**src/hw/rtl/skvt_pkg.sv**
```systemverilog
// skvt_pkg: shared constants, command/status codes, sequencer states and the
// memory request bundle for the sorted key/value table. No dependencies.

package skvt_pkg;

  localparam int CAPACITY = 64;
  localparam int DATA_W   = 32;
  localparam int IDX_W    = $clog2(CAPACITY);
  localparam int CNT_W    = $clog2(CAPACITY + 1);
  localparam int ENTRY_W  = 7;
  localparam int CMD_W    = 2;
  localparam int STATUS_W = 3;
  localparam int CFG_AW   = 3;
  localparam int CFG_DW   = 32;

  // Register index is the word address, paddr[CFG_AW-1:2].
  localparam logic REG_ORDER = 1'b0;

  typedef enum logic [CMD_W-1:0] {
    CMD_ADD    = 2'd0,
    CMD_SEARCH = 2'd1,
    CMD_REMOVE = 2'd2
  } cmd_t;

  typedef enum logic [STATUS_W-1:0] {
    ST_INSERTED = 3'd0,
    ST_REPLACED = 3'd1,
    ST_FOUND    = 3'd2,
    ST_REMOVED  = 3'd3,
    ST_ABSENT   = 3'd4,
    ST_FULL     = 3'd5
  } status_t;

  typedef enum logic [2:0] {
    S_IDLE,
    S_SCAN,
    S_DECIDE,
    S_SHIFT,
    S_DRAIN,
    S_PLACE,
    S_RESPOND
  } seq_state_t;

  typedef struct packed {
    logic [IDX_W-1:0]  rd_addr;
    logic              key_we;
    logic              val_we;
    logic [IDX_W-1:0]  wr_addr;
    logic [DATA_W-1:0] wr_key;
    logic [DATA_W-1:0] wr_val;
  } mem_req_t;

  // Non-strict order: a may stand at or before b.
  function automatic logic comes_first(input logic signed [DATA_W-1:0] a,
                                       input logic signed [DATA_W-1:0] b,
                                       input logic desc);
    logic res;
    res = desc ? (a >= b) : (a <= b);
    return res;
  endfunction

endpackage

```
**src/hw/rtl/sorted_key_value_table_top.sv**
```systemverilog
// sorted_key_value_table_top: sorted key/value table, top level.
// Depends on skvt_pkg, skvt_cfg, skvt_seq and skvt_ram.
//
//  Channel   Handshake                         Ports
//  --------  --------------------------------  --------------------------------
//  request   start & !busy accepts             in_command, in_key, in_new_value
//  result    out_valid, one cycle, no stall    out_status, out_value_out,
//                                              out_entry_count
//  config    APB write: psel&penable&pwrite    paddr, pwdata, prdata, pready
//
//  Steps from acceptance to result, N = entries held, p = entry the walk stops at:
//    walk over entries 0..p (all N on a miss), decide, then for an insert shift N-p
//    entries, drain and place (an append places at once), for a remove shift N-p-1
//    entries and drain (neither for the last entry), then the result; an empty table
//    or an unused command skips the walk. Entries move one at a time, as the memories
//    have a single read and a single write port.
//  Reset (rst_n low, synchronous) empties the table and selects ascending
//  order; the memories themselves are not cleared.
//  Results cannot be stalled: out_valid is high for exactly one cycle.
//  busy goes high once a request is accepted and stays high through the result.
//
// Keys and values sit in two RAMs addressed by position, sorted by key.
// One compare unit checks each stored key as it comes out of the RAM.
// Insert/remove then moves entries one per cycle to open or close a gap.

module sorted_key_value_table_top (
  input  logic                          clk,
  input  logic                          rst_n,
  // request
  input  logic                          start,
  output logic                          busy,
  input  logic [skvt_pkg::CMD_W-1:0]    in_command,
  input  logic [skvt_pkg::DATA_W-1:0]   in_key,
  input  logic [skvt_pkg::DATA_W-1:0]   in_new_value,
  // result
  output logic                          out_valid,
  output logic [skvt_pkg::STATUS_W-1:0] out_status,
  output logic [skvt_pkg::DATA_W-1:0]   out_value_out,
  output logic [skvt_pkg::ENTRY_W-1:0]  out_entry_count,
  // config
  input  logic                          psel,
  input  logic                          penable,
  input  logic                          pwrite,
  input  logic [skvt_pkg::CFG_AW-1:0]   paddr,
  input  logic [skvt_pkg::CFG_DW-1:0]   pwdata,
  output logic [skvt_pkg::CFG_DW-1:0]   prdata,
  output logic                          pready
);
  import skvt_pkg::*;

  logic              order_desc;
  mem_req_t          mem_req;
  logic [DATA_W-1:0] rd_key;
  logic [DATA_W-1:0] rd_val;

  skvt_cfg u_cfg (
    .clk        (clk),
    .rst_n      (rst_n),
    .psel       (psel),
    .penable    (penable),
    .pwrite     (pwrite),
    .paddr      (paddr),
    .pwdata     (pwdata),
    .prdata     (prdata),
    .pready     (pready),
    .order_desc (order_desc)
  );

  skvt_seq u_seq (
    .clk             (clk),
    .rst_n           (rst_n),
    .start           (start),
    .in_command      (in_command),
    .in_key          (in_key),
    .in_new_value    (in_new_value),
    .order_desc      (order_desc),
    .rd_key          (rd_key),
    .rd_val          (rd_val),
    .mem_req         (mem_req),
    .busy            (busy),
    .out_valid       (out_valid),
    .out_status      (out_status),
    .out_value_out   (out_value_out),
    .out_entry_count (out_entry_count)
  );

  // key store
  skvt_ram #(
    .WIDTH (DATA_W),
    .DEPTH (CAPACITY)
  ) u_key_ram (
    .clk     (clk),
    .we      (mem_req.key_we),
    .wr_addr (mem_req.wr_addr),
    .wr_data (mem_req.wr_key),
    .rd_addr (mem_req.rd_addr),
    .rd_data (rd_key)
  );

  // value store, same addressing; a replace writes only this one
  skvt_ram #(
    .WIDTH (DATA_W),
    .DEPTH (CAPACITY)
  ) u_val_ram (
    .clk     (clk),
    .we      (mem_req.val_we),
    .wr_addr (mem_req.wr_addr),
    .wr_data (mem_req.wr_val),
    .rd_addr (mem_req.rd_addr),
    .rd_data (rd_val)
  );

endmodule

```
**src/hw/rtl/skvt_ram.sv**
```systemverilog
// skvt_ram: generic single-write, single-read RAM with registered read data.
// No dependencies.

module skvt_ram #(
  parameter int WIDTH = 32,
  parameter int DEPTH = 64
) (
  input  logic                     clk,
  input  logic                     we,
  input  logic [$clog2(DEPTH)-1:0] wr_addr,
  input  logic [WIDTH-1:0]         wr_data,
  input  logic [$clog2(DEPTH)-1:0] rd_addr,
  output logic [WIDTH-1:0]         rd_data
);

  logic [WIDTH-1:0] mem_r [DEPTH];
  logic [WIDTH-1:0] rd_data_r;

  always_ff @(posedge clk) begin
    if (we) begin
      mem_r[wr_addr] <= wr_data;
    end
    rd_data_r <= mem_r[rd_addr];
  end

  assign rd_data = rd_data_r;

endmodule

```
**src/hw/rtl/skvt_cfg.sv**
```systemverilog
// skvt_cfg: APB-style register file holding the key order select.
// Depends on skvt_pkg.

module skvt_cfg (
  input  logic                        clk,
  input  logic                        rst_n,
  input  logic                        psel,
  input  logic                        penable,
  input  logic                        pwrite,
  input  logic [skvt_pkg::CFG_AW-1:0] paddr,
  input  logic [skvt_pkg::CFG_DW-1:0] pwdata,
  output logic [skvt_pkg::CFG_DW-1:0] prdata,
  output logic                        pready,
  output logic                        order_desc
);
  import skvt_pkg::*;

  logic order_r;
  logic order_nxt;
  logic wr_hit;

  assign pready = 1'b1;
  assign wr_hit = psel && penable && pwrite && (paddr[CFG_AW-1:2] == REG_ORDER);

  always_comb begin
    order_nxt = order_r;
    if (wr_hit) begin
      order_nxt = pwdata[0];
    end
  end

  always_ff @(posedge clk) begin
    if (!rst_n) begin
      order_r <= 1'b0;
    end else begin
      order_r <= order_nxt;
    end
  end

  always_comb begin
    prdata = '0;
    if (paddr[CFG_AW-1:2] == REG_ORDER) begin
      prdata = {{(CFG_DW-1){1'b0}}, order_r};
    end
  end

  assign order_desc = order_r;

endmodule

```
**src/hw/rtl/skvt_seq.sv**
```systemverilog
// skvt_seq: sequencer and shared compare unit; walks, shifts and updates the
// key/value memories one entry per cycle. Depends on skvt_pkg.

module skvt_seq (
  input  logic                          clk,
  input  logic                          rst_n,
  input  logic                          start,
  input  logic [skvt_pkg::CMD_W-1:0]    in_command,
  input  logic [skvt_pkg::DATA_W-1:0]   in_key,
  input  logic [skvt_pkg::DATA_W-1:0]   in_new_value,
  input  logic                          order_desc,
  input  logic [skvt_pkg::DATA_W-1:0]   rd_key,
  input  logic [skvt_pkg::DATA_W-1:0]   rd_val,
  output skvt_pkg::mem_req_t            mem_req,
  output logic                          busy,
  output logic                          out_valid,
  output logic [skvt_pkg::STATUS_W-1:0] out_status,
  output logic [skvt_pkg::DATA_W-1:0]   out_value_out,
  output logic [skvt_pkg::ENTRY_W-1:0]  out_entry_count
);
  import skvt_pkg::*;

  seq_state_t        state_r, state_nxt;
  logic [CMD_W-1:0]  cmd_r, cmd_nxt;
  logic [DATA_W-1:0] key_r, key_nxt;
  logic [DATA_W-1:0] nval_r, nval_nxt;
  logic [CNT_W-1:0]  count_r, count_nxt;
  logic [CNT_W-1:0]  rd_idx_r, rd_idx_nxt;
  logic [CNT_W-1:0]  cmp_idx_r, cmp_idx_nxt;
  logic [CNT_W-1:0]  slot_r, slot_nxt;
  logic [IDX_W-1:0]  src_r, src_nxt;
  logic              hit_r, hit_nxt;
  logic [DATA_W-1:0] old_r, old_nxt;
  logic              mv_vld_r, mv_vld_nxt;
  logic [IDX_W-1:0]  mv_dst_r, mv_dst_nxt;
  status_t           status_r, status_nxt;
  logic [DATA_W-1:0] vout_r, vout_nxt;

  logic              eq_here;
  logic              cf_here;
  logic              stop_here;
  logic [CNT_W-1:0]  count_m1;
  logic              cmd_ok;

  // Shared compare unit: one stored key against the request key.
  assign eq_here   = (rd_key == key_r);
  assign cf_here   = comes_first(key_r, rd_key, order_desc);
  assign stop_here = (cmd_r == CMD_SEARCH) ? eq_here : cf_here;
  assign count_m1  = count_r - CNT_W'(1);
  assign cmd_ok    = (in_command == CMD_ADD) || (in_command == CMD_SEARCH) ||
                     (in_command == CMD_REMOVE);

  always_comb begin
    state_nxt   = state_r;
    cmd_nxt     = cmd_r;
    key_nxt     = key_r;
    nval_nxt    = nval_r;
    count_nxt   = count_r;
    rd_idx_nxt  = rd_idx_r;
    cmp_idx_nxt = cmp_idx_r;
    slot_nxt    = slot_r;
    src_nxt     = src_r;
    hit_nxt     = hit_r;
    old_nxt     = old_r;
    mv_vld_nxt  = mv_vld_r;
    mv_dst_nxt  = mv_dst_r;
    status_nxt  = status_r;
    vout_nxt    = vout_r;
    out_valid   = 1'b0;

    mem_req         = '0;
    mem_req.wr_addr = slot_r[IDX_W-1:0];
    mem_req.wr_key  = key_r;
    mem_req.wr_val  = nval_r;

    case (state_r)
      S_IDLE: begin
        mem_req.rd_addr = '0;
        if (start) begin
          cmd_nxt  = in_command;
          key_nxt  = in_key;
          nval_nxt = in_new_value;
          if ((count_r == '0) || !cmd_ok) begin
            slot_nxt  = '0;
            hit_nxt   = 1'b0;
            old_nxt   = '0;
            state_nxt = S_DECIDE;
          end else begin
            // entry 0 read is already on its way
            rd_idx_nxt  = CNT_W'(1);
            cmp_idx_nxt = '0;
            state_nxt   = S_SCAN;
          end
        end
      end

      S_SCAN: begin
        mem_req.rd_addr = rd_idx_r[IDX_W-1:0];
        if (stop_here) begin
          slot_nxt  = cmp_idx_r;
          hit_nxt   = eq_here;
          old_nxt   = rd_val;
          state_nxt = S_DECIDE;
        end else if (cmp_idx_r == count_m1) begin
          slot_nxt  = count_r;
          hit_nxt   = 1'b0;
          old_nxt   = '0;
          state_nxt = S_DECIDE;
        end else begin
          cmp_idx_nxt = cmp_idx_r + CNT_W'(1);
          rd_idx_nxt  = rd_idx_r + CNT_W'(1);
        end
      end

      S_DECIDE: begin
        mv_vld_nxt = 1'b0;
        vout_nxt   = '0;
        status_nxt = ST_ABSENT;
        state_nxt  = S_RESPOND;
        case (cmd_r)
          CMD_ADD: begin
            if (hit_r) begin
              mem_req.val_we = 1'b1;
              status_nxt     = ST_REPLACED;
              vout_nxt       = old_r;
            end else if (count_r == CNT_W'(CAPACITY)) begin
              status_nxt = ST_FULL;
            end else begin
              status_nxt = ST_INSERTED;
              if (slot_r == count_r) begin
                state_nxt = S_PLACE;
              end else begin
                src_nxt   = count_m1[IDX_W-1:0];
                state_nxt = S_SHIFT;
              end
            end
          end
          CMD_SEARCH: begin
            if (hit_r) begin
              status_nxt = ST_FOUND;
              vout_nxt   = old_r;
            end
          end
          CMD_REMOVE: begin
            if (hit_r) begin
              status_nxt = ST_REMOVED;
              vout_nxt   = old_r;
              if (slot_r == count_m1) begin
                count_nxt = count_m1;
              end else begin
                src_nxt   = slot_r[IDX_W-1:0] + IDX_W'(1);
                state_nxt = S_SHIFT;
              end
            end
          end
          default: begin
            status_nxt = ST_ABSENT;
          end
        endcase
      end

      S_SHIFT: begin
        mem_req.rd_addr = src_r;
        mv_vld_nxt      = 1'b1;
        if (cmd_r == CMD_ADD) begin
          // open a gap: move entries up, highest first
          mv_dst_nxt = src_r + IDX_W'(1);
          if (src_r == slot_r[IDX_W-1:0]) begin
            state_nxt = S_DRAIN;
          end else begin
            src_nxt = src_r - IDX_W'(1);
          end
        end else begin
          // close the gap: move entries down, lowest first
          mv_dst_nxt = src_r - IDX_W'(1);
          if (src_r == count_m1[IDX_W-1:0]) begin
            state_nxt = S_DRAIN;
          end else begin
            src_nxt = src_r + IDX_W'(1);
          end
        end
      end

      S_DRAIN: begin
        mv_vld_nxt = 1'b0;
        if (cmd_r == CMD_ADD) begin
          state_nxt = S_PLACE;
        end else begin
          count_nxt = count_m1;
          state_nxt = S_RESPOND;
        end
      end

      S_PLACE: begin
        mem_req.key_we = 1'b1;
        mem_req.val_we = 1'b1;
        count_nxt      = count_r + CNT_W'(1);
        state_nxt      = S_RESPOND;
      end

      S_RESPOND: begin
        out_valid = 1'b1;
        state_nxt = S_IDLE;
      end

      default: begin
        state_nxt = S_IDLE;
      end
    endcase

    // pending move from the previous read takes the write port
    if (mv_vld_r) begin
      mem_req.key_we  = 1'b1;
      mem_req.val_we  = 1'b1;
      mem_req.wr_addr = mv_dst_r;
      mem_req.wr_key  = rd_key;
      mem_req.wr_val  = rd_val;
    end
  end

  always_ff @(posedge clk) begin
    if (!rst_n) begin
      state_r  <= S_IDLE;
      count_r  <= '0;
      mv_vld_r <= 1'b0;
    end else begin
      state_r  <= state_nxt;
      count_r  <= count_nxt;
      mv_vld_r <= mv_vld_nxt;
    end
  end

  always_ff @(posedge clk) begin
    cmd_r     <= cmd_nxt;
    key_r     <= key_nxt;
    nval_r    <= nval_nxt;
    rd_idx_r  <= rd_idx_nxt;
    cmp_idx_r <= cmp_idx_nxt;
    slot_r    <= slot_nxt;
    src_r     <= src_nxt;
    hit_r     <= hit_nxt;
    old_r     <= old_nxt;
    mv_dst_r  <= mv_dst_nxt;
    status_r  <= status_nxt;
    vout_r    <= vout_nxt;
  end

  assign busy            = (state_r != S_IDLE);
  assign out_status      = status_r;
  assign out_value_out   = vout_r;
  assign out_entry_count = ENTRY_W'(count_r);

endmodule

```
**config.mk**
```make
export PLATFORM = sky130hd
export DESIGN_NAME = sorted_key_value_table_top
export DESIGN_NICKNAME = d
export VERILOG_FILES = /design/src/hw/rtl/skvt_pkg.sv /design/src/hw/rtl/sorted_key_value_table_top.sv /design/src/hw/rtl/skvt_ram.sv /design/src/hw/rtl/skvt_cfg.sv /design/src/hw/rtl/skvt_seq.sv
export SDC_FILE = /design/constraint.sdc
export NUM_CORES = 2
export LEC_CHECK = 0
export ABC_AREA = 1
export BUFFER_PORTS_ARGS = -buffer_cell sky130_fd_sc_hd__buf_2
export CAP_MARGIN = 20
export CORE_MARGIN = 1
export CORE_UTILIZATION = 46
export CTS_CLUSTER_SIZE = 10
export DETAILED_ROUTE_END_ITERATION = 10
export PLACE_DENSITY_LB_ADDON = 0.05
export SLEW_MARGIN = 20
export SYNTH_ARGS = -nofsm -noshare
export SYNTH_HDL_FRONTEND = slang
export SYNTH_SLANG_ARGS = --single-unit
```
**constraint.sdc**
```tcl
create_clock -name clk -period 14.1 [get_ports clk]
set_input_delay 0.705 -clock clk [delete_from_list [all_inputs] [get_ports clk]]
set_output_delay 0.705 -clock clk [all_outputs]
set_load 0.02 [all_outputs]
```
Word-level counts from Yosys, hierarchy flattened:

Memories as Yosys holds them, arrays and structs flattened. A register that Yosys moved wholly into a read port is not among the register bits.
Index checks and enable logic that the tools add are counted.

* equal/unequal tests: 37
* order comparisons: 2
* add/sub/neg operators: 7
* bitwise operators: 1
* reductions and logical operators: 25
* muxes and demuxes: 76

Operator list (number)
* 32-bit two-way mux: 4
* 7-bit two-way mux: 16
* 72-bit two-way mux: 1
* 32-bit one-hot mux with 2 select lines: 1
* 6-bit two-way mux: 9
* 3-bit two-way mux: 15
* 7-bit one-hot mux with 2 select lines: 3
* 6-bit one-hot mux with 2 select lines: 3
* 32-bit == test: 1
* 32-bit greater-or-equal comparator: 1
* 32-bit <= comparator: 1
* 7-bit by 1-bit adder with 7-bit output, second input constant: 3
* 7-bit == test: 3
* 7-bit one-hot mux with 3 select lines: 1
* 3-bit inequality test, second input constant: 6
* 3-bit one-hot mux with 6 select lines: 1
* 1-bit two-way mux: 15
* 6-bit by 1-bit adder with 6-bit output, second input constant: 2
* 6-bit == test: 2
* 2-bit inequality test, second input constant: 6
* 5-bit AND reduction: 2
* 3-bit == test, second input constant: 3
* 3-bit by 2-bit inequality test with 1-bit output, second input constant: 3
* 3-bit one-hot mux with 3 select lines: 1
* other kinds (26): 45

* input bits: 107
* logic and storage cells: 166
* bits in registers: 179
* output and inout port bits: 77
* bits in writable memories: 4096
* memories: 2

Memories
* u_key_ram.mem_r: depth 64, width 32, rd ports 1, clocked after Yosys merged registers in 1, write ports 1, line skvt_ram.sv:16 `logic [WIDTH-1:0] mem_r [DEPTH];`
* u_val_ram.mem_r: depth 64, width 32, rd ports 1, clocked after Yosys merged registers in 1, write ports 1, line skvt_ram.sv:16

Logic depth before layout (Yosys ltp):

* depth after elaboration: 8
* depth in mapped cells: 20
* mapped depth without buffers: 20

Hierarchy:

Synthesis repeated with hierarchy kept, for this count alone.

* cells, all modules: 14611
* area, all modules: 175145.5 um^2

By module, submodules not included
* skvt_ram (u_val_ram): times used 1, cells each 6769, area each 82738.1 um^2
* skvt_ram (u_key_ram): times used 1, cells each 6769, area each 82729.3 um^2
* skvt_seq: times used 1, cells each 1027, area each 9364.0 um^2
* skvt_cfg: times used 1, cells each 46, area each 314.1 um^2

Least setup slack after synthesis:

No wires, ideal clock.

* path kind: register to register
* from: reg u_seq.state_r[0]
* to: reg u_seq.hit_r (enable)
* path slack: 8978 ps
* data arrival time: 4728 ps
* path buffers: 0
* setup time: 395 ps
* cell stages (with the launch flop): 8
* data required time: 13705 ps
* period minus slack after synthesis: 5122 ps
* cells stage by stage: dfxtp_1 nor2_1 inv_1 nor2_1 inv_1 nor2_1 o21ai_0 inv_1

* cells in the longest elaborated chain, start to end: 3

Ends and longest elaborated chain
* start, declared: line skvt_seq.sv:23 `seq_state_t state_r, state_nxt;`
* start signal, assigned: line skvt_seq.sv:227 `state_r <= state_nxt;`
* 3-bit by 1-bit == test with 1-bit output / 3-bit logical NOT (equally long branches): line skvt_seq.sv:76 `case (state_r)`
* 3-bit by 1-bit inequality test with 1-bit output (no line), or another cell as far along
* 4-bit AND reduction (no line) (*)
* end signal, assigned: line skvt_seq.sv:241 `hit_r <= hit_nxt;`
* end, declared: line skvt_seq.sv:32 `logic hit_r, hit_nxt;`

Every way passes the cells marked *; elsewhere a longest branch is shown, timed or not.
A chain may end at the register's enable or synchronous reset.

Worst setup path after layout:

* from: reg u_seq.state_r[2]
* to: reg u_val_ram.rd_data_r[25], in the netlist u_val_ram.rd_data[25] (read register of u_val_ram.mem_r)

* cells in the longest elaborated chain, start to end: 2

Ends and longest elaborated chain
* 3-bit by 2-bit == test with 1-bit output / 3-bit by 1-bit == test with 1-bit output (equally long branches): line skvt_seq.sv:76
* 6-bit one-hot mux with 2 select lines (*): line skvt_seq.sv:76
* end, declared: line skvt_ram.sv:17 `logic [WIDTH-1:0] rd_data_r;`

Marked as above.

==> out/results.tsv <==
metric	value	unit
run_status	finished, final reports clean	
final-instance-count-excl-fill	18900	
worstHoldPathType	input port to flip-flop	
areaGrowthSynthToFinish	12.1	%
global_route.usage.total	0.272	
end_kind	flip-flop	
period_needed	6230	ps
tritoncts	done	
syn_area_per_cell	12.8	sq um
final-max-slew-violation-count	0	
grt_remaining_overflow	0	
final_setup_violations	0	
cts-hold-fix-buffers	71	
maxClockFrequency	160	MHz
yosys_warnings	0	
layout_commonest_cell	sky130_fd_sc_hd__edfxtp_1	
post_cts.repair.setup_buffers	0	
place_ws	7930	ps
grt_antenna_before_repair	7	
synth.mux.area_fraction	0.0000577	
dr_total_vias	111000	
final_core_utilization	0.518	
ff2ff_path_depth	17	
port_buffers	118	
ff_latch_count_synth	4338	
synthesis.instances	13600	
crit_required	15010	ps
grt_pass1_vias	107000	
setup-tns-final	0	ps
r2r_slack	7870	ps
synth-simple-area-share	0.109	
timing.setup.critical_path_class	flip-flop to flip-flop	
commonest_cells_after_routing_fill_and_taps_aside	4262 x sky130_fd_sc_hd__edfxtp_1, 2588 x sky130_fd_sc_hd__nor2_1, 1762 x sky130_fd_sc_hd__o21ai_0, 1057 x sky130_fd_sc_hd__nand3_1, 834 x sky130_fd_sc_hd__nand2_1	
synth_fa_ha_area_frac	0.00288	
path_clk_slew	60	ps
core_region_area	376000	sq um
final_cell_area	195000	sq um
avgRoutedWirePerCell	27.9	um
gp_congestion	0.802	
share_of_the_synthesized_area_in_compound_gates_ao_oa_aoi_oai	0.109	
synth-edff-count	4262	
routed_via_density	5.87	
synth_top_family_by_area	compound AO/OA/AOI/OAI gates	
start_util	0.462	
final_net_count	13800	
vdd_ir_drop_max	0.133	mV
asyncSetResetFlopFracSynth	0	
cts_root_buf	sky130_fd_sc_hd__clkbuf_16	
cts_htree_levels	5	
rows	225	
synth_unique_cells	45	
design.die.area	380000	sq um
yosysTopAreaCell	sky130_fd_sc_hd__edfxtp_1	
sequential_fraction_of_the_synthesis_area	0.746	
synthesis.area	174000	sq um
residual_antenna_violating_net_count_after_detailed_routing	0	
worst_clock_skew	49.0	ps
final_layout_size_suffix_gt1_frac	0.0847	
crit_arrival	7140	ps
numCtsBuffers	483	
period_share	0.442	
grt_first_pass_wirelength	756000	um
synth.area.top_cells	sky130_fd_sc_hd__edfxtp_1 74%, sky130_fd_sc_hd__nor2_1 5.9%, sky130_fd_sc_hd__o21ai_0 5.3%	
clock_latency	1000	ps
io_pins	184	
synth_xor_area_frac	0.00136	
number_of_instances_resized_during_post_cts_repair	0	
transition_time_at_the_pin_with_the_least_slew_margin	1150	ps
placed_cells	18100	
hold_depth	2	
p_per_area	186	nW/um^2
dieWidth	616	um
critical_path_fanouts_max	225	
route.final.wire_length	529000	um
cts-root-to-sink-buffers	4	
hold_end	u_seq.key_r[11]	
power.leakage	0.0624	uW
drtPass1Iterations	8	
grt_setup_unrepaired	no	
post_dp_cell_area	180000	sq um
synth_top_flop_cell	sky130_fd_sc_hd__edfxtp_1	
dp_hpwl	260000	um
setup.worst_path.start_class	flip-flop	
floorplan.die.height	616	um
slew-limit-headroom	0.236	
maxCapViolCount	0	
r2r_end	u_val_ram.rd_data[25]	
synth_top_cell_area_share	0.737	
detail_route.drc_violations	0	
grt_start_max_net_pins	226	
crit-reg2reg-launch	u_seq.state_r[2]	
hold_path_startpoint	in_key[11]	
final_hold_fails	0	
cp-startpoint	u_seq.state_r[2]	
tritoncts_num_sinks	4338	
finalWorstSetupSlack	7870	ps
number_of_design_rule_violations_left_by_the_first_detailed_router_iteration	11300	
==> cell usage after synthesis (2+ instances only) <==
library cell and number:
sky130_fd_sc_hd__edfxtp_1 4262, sky130_fd_sc_hd__nor2_1 2718, sky130_fd_sc_hd__o21ai_0 1826, sky130_fd_sc_hd__nand3_1 1057, sky130_fd_sc_hd__nand2_1 834, sky130_fd_sc_hd__o211ai_1 515, sky130_fd_sc_hd__clkbuf_1 479, sky130_fd_sc_hd__o21ai_1 338
sky130_fd_sc_hd__buf_2 272, sky130_fd_sc_hd__o22ai_1 261, sky130_fd_sc_hd__o21bai_1 256, sky130_fd_sc_hd__inv_1 240, sky130_fd_sc_hd__buf_4 134, sky130_fd_sc_hd__a21oi_1 105, sky130_fd_sc_hd__dfxtp_1 76, sky130_fd_sc_hd__buf_1 68
sky130_fd_sc_hd__ha_1 40, sky130_fd_sc_hd__xor2_1 17, sky130_fd_sc_hd__buf_6 16, sky130_fd_sc_hd__nor3_1 13, sky130_fd_sc_hd__xnor2_1 10, sky130_fd_sc_hd__nand4_1 9, sky130_fd_sc_hd__or2_2 8, sky130_fd_sc_hd__inv_2 7
sky130_fd_sc_hd__o21a_1 5, sky130_fd_sc_hd__nand2_2 3, sky130_fd_sc_hd__nor4_1 3, sky130_fd_sc_hd__a31oi_1 2, sky130_fd_sc_hd__conb_1 2, sky130_fd_sc_hd__o31ai_1 2
==> layer usage <==
layer / track usage / routed length (um) / part of all wire / up-vias
met4: 0.120 / 25500 / 0.048 / 0
met3: 0.0301 / 29600 / 0.056 / 959
li1: - / - / - / 49700
met5: 0 / 0 / 0 / -
met2: 0.458 / 256000 / 0.48 / 3847
met1: 0.359 / 217000 / 0.41 / 56500
==> kinds of logic (layout without fill, tap and decap cells) <==
kind of cell,after synthesis,count (layout)
AO/OA/AOI/OAI,3317,3317
XOR/XNOR,27,27
adder cells (fa/ha/maj),40,40
buffers and inverters,1218,1515
flip-flops,4338,4338
multiplexers,1,1
other,2,35
AND/OR/NAND/NOR,4650,4650
==> worst max-delay path by stage <==
| stage | slack (ps) | endpoint | depth (start not counted) |
|---|---|---|---|
| 2_1_floorplan | 8980 | u_seq.hit_r | 7 |
| 3_3_place_gp | 7980 | u_val_ram.rd_data[20] | 17 |
| 3_5_place_dp | 7930 | u_val_ram.rd_data[25] | 17 |
| 4_1_cts | 7920 | u_val_ram.rd_data[25] | 17 |
| 5_1_grt | 7480 | u_val_ram.rd_data[25] | 17 |
| 6_report | 7870 | u_val_ram.rd_data[25] | 17 |
==> critical path, stage by stage (launching register included) <==
cell and delay (ps):
sky130_fd_sc_hd__dfxtp_1 510, sky130_fd_sc_hd__inv_2 120, sky130_fd_sc_hd__nand3_4 250, sky130_fd_sc_hd__inv_2 200, sky130_fd_sc_hd__nand2_2 170, sky130_fd_sc_hd__nand2_8 390
sky130_fd_sc_hd__inv_16 690, sky130_fd_sc_hd__buf_4 780, sky130_fd_sc_hd__buf_4 750, sky130_fd_sc_hd__buf_4 860, sky130_fd_sc_hd__nor2_1 100, sky130_fd_sc_hd__nor2_1 110
sky130_fd_sc_hd__o21ai_1 80, sky130_fd_sc_hd__o211ai_1 110, sky130_fd_sc_hd__nand3_1 100, sky130_fd_sc_hd__nand3_1 140, sky130_fd_sc_hd__nand3_1 150, sky130_fd_sc_hd__nand2_1 120
==> power breakdown <==
group / switching (uW) / internal [uW] / total, uW
Sequential: 244 / 15600 / 15800
Clock: 4850 / 6380 / 11200
Combinational: 6870 / 2270 / 9140
==> sequential cells by signal, summed over array words and instances (netlist names), 2 cells and up <==
register	count
u_key_ram.mem_r	2048
u_key_ram.rd_data	32
u_seq.cmd_r	2
u_seq.cmp_idx_r	7
u_seq.key_r	32
u_seq.mv_dst_r	6
u_seq.nval_r	32
u_seq.old_r	32
u_seq.out_entry_count	7
u_seq.out_status	3
u_seq.out_value_out	32
u_seq.rd_idx_r	6
u_seq.slot_r	7
u_seq.src_r	6
u_seq.state_r	3
u_val_ram.mem_r	2048
u_val_ram.rd_data	32
==> metrics by stage <==
stage | hold WS [ps] | power, uW
global placement | 548 | 25100
floorplan | 511 | 22000
finish | 417 | 36200
CTS | 341 | 36400
global route | 385 | 37800
detailed placement | 537 | 25200
==> layout make-up <==
cell class | count | area [sq um]
antenna | 3 | 7.51
clock buffer | 734 | 13200
clock inverter | 33 | 370
fill | 32000 | 181000
inverter | 248 | 988
multi-input combinational | 8067 | 40400
sequential | 4338 | 130000
tap | 4994 | 6250
timing repair buffer | 500 | 3890
Note: power is estimated with default switching activity, not from simulation.
